`config.mk`:
```
export PLATFORM = sky130hd
export DESIGN_NAME = hpid_regs
export DESIGN_NICKNAME = d
export VERILOG_FILES = /design/src/sv/hpid_pkg.sv /design/src/sv/hpid_regs.sv
export SDC_FILE = /design/constraint.sdc
export NUM_CORES = 1
export LEC_CHECK = 0
export ABC_AREA = 1
export BUFFER_PORTS_ARGS = -buffer_cell sky130_fd_sc_hd__buf_2
export CAP_MARGIN = 20
export CORE_MARGIN = 3
export CORE_UTILIZATION = 32
export DETAILED_ROUTE_END_ITERATION = 16
export HOLD_SLACK_MARGIN = 0.15
export PLACE_DENSITY = 0.62
export SYNTH_ARGS = -nofsm -noshare
export SYNTH_HDL_FRONTEND = slang
export SYNTH_SLANG_ARGS = --single-unit
```
`constraint.sdc`:
```
create_clock -name clk -period 1.2 [get_ports clk]
set_input_delay 0.12 -clock clk [delete_from_list [all_inputs] [get_ports clk]]
set_output_delay 0.12 -clock clk [all_outputs]
set_load 0.03 [all_outputs]
```
`src/sv/hpid_pkg.sv`:
```
package hpid_pkg;

  localparam int FULL_TURN = 368640;
  localparam int HALF_TURN = 184320;
  localparam int DRIVE_MAX = 12000;

  typedef logic [2:0] reg_idx_t;

  localparam reg_idx_t REG_GAIN_P          = 3'd0;
  localparam reg_idx_t REG_GAIN_I          = 3'd1;
  localparam reg_idx_t REG_GAIN_D          = 3'd2;
  localparam reg_idx_t REG_INTEGRAL_WINDOW = 3'd3;
  localparam reg_idx_t REG_INTEGRAL_CLEAR  = 3'd4;
  localparam reg_idx_t REG_STALL_BAND      = 3'd5;
  localparam reg_idx_t REG_SETTLE_BAND     = 3'd6;

  localparam logic [15:0] GAIN_P_RST          = 16'd25600;
  localparam logic [15:0] GAIN_I_RST          = 16'd1024;
  localparam logic [15:0] GAIN_D_RST          = 16'd23040;
  localparam logic [17:0] INTEGRAL_WINDOW_RST = 18'd30720;
  localparam logic [15:0] INTEGRAL_CLEAR_RST  = 16'd102;
  localparam logic [15:0] STALL_BAND_RST      = 16'd5;
  localparam logic [17:0] SETTLE_BAND_RST     = 18'd2048;

  localparam logic [2:0] SETTLED_MAX = 3'd7;
  localparam logic [5:0] STALLED_MAX = 6'd63;

  typedef struct packed {
    logic [15:0] gain_p;
    logic [15:0] gain_i;
    logic [15:0] gain_d;
    logic [17:0] integral_window;
    logic [15:0] integral_clear_band;
    logic [15:0] stall_band;
    logic [17:0] settle_band;
  } cfg_t;

  typedef struct packed {
    logic               cmd;
    logic [18:0]        target_heading;
    logic [18:0]        heading_now;
    logic signed [31:0] rotation_now;
    logic signed [31:0] rotation_after;
  } item_t;

  typedef struct packed {
    logic signed [31:0] target_rotation;
    logic signed [31:0] last_error;
    logic signed [39:0] integral_sum;
    logic [2:0]         settled_ticks;
    logic [5:0]         stalled_ticks;
    logic               done_flag;
  } state_t;

  typedef struct packed {
    logic signed [14:0] left_drive;
    logic signed [14:0] right_drive;
    logic               finished;
  } result_t;

  localparam logic CMD_START = 1'b0;
  localparam logic CMD_TICK  = 1'b1;

endpackage

```
`src/sv/hpid_regs.sv`:
```
module hpid_regs (
  input  logic               clk,
  input  logic               rst_n,
  input  logic               cfg_psel,
  input  logic               cfg_penable,
  input  logic               cfg_pwrite,
  input  logic [4:0]         cfg_paddr,
  input  logic [31:0]        cfg_pwdata,
  output logic [31:0]        cfg_prdata,
  output logic               cfg_pready,
  output hpid_pkg::cfg_t     cfg
);

  hpid_pkg::cfg_t   cfg_r;
  hpid_pkg::reg_idx_t idx;
  logic             wr_en;

  assign idx        = cfg_paddr[4:2];
  assign wr_en      = cfg_psel && cfg_penable && cfg_pwrite;
  assign cfg_pready = 1'b1;
  assign cfg        = cfg_r;

  always_ff @(posedge clk) begin
    if (!rst_n) begin
      cfg_r.gain_p              <= hpid_pkg::GAIN_P_RST;
      cfg_r.gain_i              <= hpid_pkg::GAIN_I_RST;
      cfg_r.gain_d              <= hpid_pkg::GAIN_D_RST;
      cfg_r.integral_window     <= hpid_pkg::INTEGRAL_WINDOW_RST;
      cfg_r.integral_clear_band <= hpid_pkg::INTEGRAL_CLEAR_RST;
      cfg_r.stall_band          <= hpid_pkg::STALL_BAND_RST;
      cfg_r.settle_band         <= hpid_pkg::SETTLE_BAND_RST;
    end else if (wr_en) begin
      case (idx)
        hpid_pkg::REG_GAIN_P:          cfg_r.gain_p              <= cfg_pwdata[15:0];
        hpid_pkg::REG_GAIN_I:          cfg_r.gain_i              <= cfg_pwdata[15:0];
        hpid_pkg::REG_GAIN_D:          cfg_r.gain_d              <= cfg_pwdata[15:0];
        hpid_pkg::REG_INTEGRAL_WINDOW: cfg_r.integral_window     <= cfg_pwdata[17:0];
        hpid_pkg::REG_INTEGRAL_CLEAR:  cfg_r.integral_clear_band <= cfg_pwdata[15:0];
        hpid_pkg::REG_STALL_BAND:      cfg_r.stall_band          <= cfg_pwdata[15:0];
        hpid_pkg::REG_SETTLE_BAND:     cfg_r.settle_band         <= cfg_pwdata[17:0];
        default: ;
      endcase
    end
  end

  always_comb begin
    case (idx)
      hpid_pkg::REG_GAIN_P:          cfg_prdata = {16'd0, cfg_r.gain_p};
      hpid_pkg::REG_GAIN_I:          cfg_prdata = {16'd0, cfg_r.gain_i};
      hpid_pkg::REG_GAIN_D:          cfg_prdata = {16'd0, cfg_r.gain_d};
      hpid_pkg::REG_INTEGRAL_WINDOW: cfg_prdata = {14'd0, cfg_r.integral_window};
      hpid_pkg::REG_INTEGRAL_CLEAR:  cfg_prdata = {16'd0, cfg_r.integral_clear_band};
      hpid_pkg::REG_STALL_BAND:      cfg_prdata = {16'd0, cfg_r.stall_band};
      hpid_pkg::REG_SETTLE_BAND:     cfg_prdata = {14'd0, cfg_r.settle_band};
      default:                       cfg_prdata = 32'd0;
    endcase
  end

endmodule

```
==> flow_summary.ini <==
[run_status]
status = complete, but fails checks
violations = setup timing

[sta]
final-max-slew-violation-count = 0
finalWorstSetupSlack_ns = -0.2726
hold_violations = 0
fmax_mhz = 679.1
grt_setup_unrepaired = yes
min_period_ns = 1.473
setup_viol = 17
finClkSkew_ns = 0
fin_crit_sh = 1.227

[synthesis]
syn_area_um2 = 5874
ys_ff_latch = 116
ys_types = 18
ys_seq_area_frac = 0.3953
syn-mean-instance-area_um2 = 6.371
yosysWarnings = 0
synthCells = 922

[global_routing]
grt_pass1_vias = 6190
grt_max_degree = 48
antenna_found_initial = 0
grtUsageTotal = 0.2374
grt_pass1_wl_um = 36210
grt.overflow.total = 0

[cells_and_area]
nNetsFinal = 1192
drive_gt1_frac = 0.3663
synthToLayoutAreaGrowth_pct = 50.39
antenna_cells = 0
final_util = 0.5004
largest_reg_flops = 116

[routing]
viasPerCell = 4.955
wire_per_inst_um = 17.31
first_pass_iters = 5
drt_iter0_drc = 872
drcViolationCount = 0
wl_um = 24030
ant_nets = 0
vias = 6878

[clock_network]
clk_pin_slew_ns = 0.06
cts_tree = built
root_buffer = clkbuf_16
clock-sinks = 116
clock_latency_ns = 0.42
cts_buffer_depth = 2
cts_buffers = 17
htreeDepth = 4

[critical_path]
cp.arrival_ns = 1.35
slowest_delay_ns = 0.33
crit_buf_inv = 1
crit_family = simple AND/OR/NAND/NOR gates
r2r-end = cfg[11]
r2r-start = cfg[11]
path_common_cell = nand2_1
ff2ff_path_depth = 3
cp-start-kind = flop
required_ns = 1.08
cp-end-kind = primary output
slowest_stage = dfxtp_2
worst-r2r-setup-slack_ns = 0.44
crit_chain = nand4_1 > nand2_1 > nor2_1 > nand2_1 > buf_6
worstPathMaxFanout = 2
crit_type = flop to primary output

[min_path]
whs_endpoint = cfg[33]
hold_path.startpoint = cfg_pwdata[15]
min_path_cells = 6
hold_path_class = input pin to flop

[die]
num_rows = 48
fp.coreArea_um2 = 17660
die_y_um = 141.5
die_area_um2 = 20020
ios = 191
die_w_um = 141.5
initial_core_util = 0.3327

[power_and_ir_drop]
peakVddDrop_mv = 1.063
p_leak_nw = 4.268
total_power_mw = 10.99
power_density_nw_per_um2 = 1244

[placement]
globalplace.congestion = 0.9598
io_buffers = 159
hpwl_um = 16970

[run]
maxCapViolations = 0
## worst max-delay path by stage
stage / startpoint / to / slack, ns / depth (start not counted)
2_1_floorplan: cfg_paddr[2] / cfg_prdata[10] / 0.0007 / 7
3_3_place_gp: cfg_paddr[2] / cfg[76] / -0.21 / 9
3_5_place_dp: cfg_paddr[2] / cfg_prdata[15] / -0.21 / 10
4_1_cts: cfg[69] / cfg_prdata[1] / -0.29 / 5
5_1_grt: cfg[69] / cfg_prdata[1] / -0.32 / 5
6_report: cfg[69] / cfg_prdata[1] / -0.27 / 5
## through the flow
| step | area (µm²) | std cells | setup slack [ns] | hold slack, ns | setup TNS (ns) |
|---|---|---|---|---|---|
| 2_1_floorplan | 5923 | 935 | 0.0006541 | 0.2462 | 0 |
| 3_3_place_gp | 7268 | 1306 | -0.2138 | 0.3496 | -16.58 |
| 3_5_place_dp | 7268 | 1306 | -0.2059 | 0.3551 | -17.61 |
| 4_1_cts | 8608 | 1382 | -0.2898 | 0.1839 | -3.444 |
| 5_1_grt | 8835 | 1388 | -0.3208 | 0.2177 | -4.145 |
| 6_report | 8835 | 1388 | -0.2726 | 0.1935 | -3.249 |
## tightest hold or removal path: stages
cell,delay [ns]
buf_2,0.07
inv_1,0.03
buf_4,0.18
nand2_1,0.08
nand2_1,0.04
nor2_1,0.07
## cells in the mapped netlist (all sizes together)
| cell type | n | area (µm²) |
|---|---|---|
| nand2 | 268 | 1011 |
| dfxtp | 116 | 2322 |
| conb | 2 | 7.510 |
| nand3 | 109 | 560.5 |
| clkbuf | 6 | 22.52 |
| inv | 40 | 150.1 |
| nor2 | 255 | 1020 |
| o21ai | 6 | 30.03 |
| buf | 72 | 450.4 |
| nand4 | 48 | 300.3 |
## timing repair
action / CTS / global route
hold buffers: 14 / 0
buffers inserted: 30 / 7
gates resized for setup: 133 / 88
pin swaps: 68 / 47
setup endpoints to repair: 25 / 47
endpoints found under the hold margin: 23 / 0
## metal layers
| metal | routed length (µm) | global-route usage | share of wire | vias up |
|---|---|---|---|---|
| li1 | - | - | - | 3343 |
| met1 | 10140 | 0.3222 | 0.42 | 3139 |
| met2 | 10940 | 0.3682 | 0.46 | 359 |
| met3 | 2394 | 0.05865 | 0.10 | 37 |
| met4 | 559 | 0.08434 | 0.023 | 0 |
| met5 | 0 | 0 | 0 | - |
## where the power goes
group	internal (mW)	switching, mW	total [mW]	leakage, nW
sequential	3.91	0.0428	3.95	0.960
combinational	0.463	0.884	1.35	3.00
clock	3.79	1.91	5.70	0.308
## logic make-up after synthesis
group                  synth area share
AOI/OAI and AO/OA              0.005112
buffers and inverters            0.1061
DFF                              0.3953
other                          0.001278
and+or+nand+nor                  0.4922
## area by class of cell
| type | instances | area (µm²) |
|---|---|---|
| flip-flops and latches | 116 | 2400 |
| repair buffers | 274 | 2186 |
| clock inverters | 12 | 202.7 |
| well taps | 225 | 281.5 |
| inverters | 40 | 152.6 |
| fillers | 1758 | 8822 |
| clock buffers | 20 | 456.7 |
| multi-input cells | 701 | 3156 |
## cell usage in the layout, fill, tap and decap left out
master         synthesis  routed
buf_4                 28     106
clkinvlp_4             0       4
nand3_1              106      99
nor2_4                 7      11
dlygate4sd3_1          0      14
clkinv_4               0       2
inv_2                  2       3
buf_12                 0      20
dfxtp_2                0      62
nand2_4                0       1
nor2_1               244     227
o21ai_0                6       4
nand3_2                3      10
inv_1                 38      36
bufinv_16              0       5
clkbuf_8               0       2
nand2_1              266     239
buf_8                  0       1
clkbuf_1               6       1
clkinv_2               0       1
o21ai_2                0       2
dfxtp_1              116      54
nand4_1               48      48
buf_2                 24     100
conb_1                 2      15
clkbuf_4               0      10
nor2_2                 4      17
nand2_2                2      28
buf_6                  6      23
clkbuf_16              0      17
inv_4                  0       1
No activity file was read; power rests on OpenSTA's default activity.
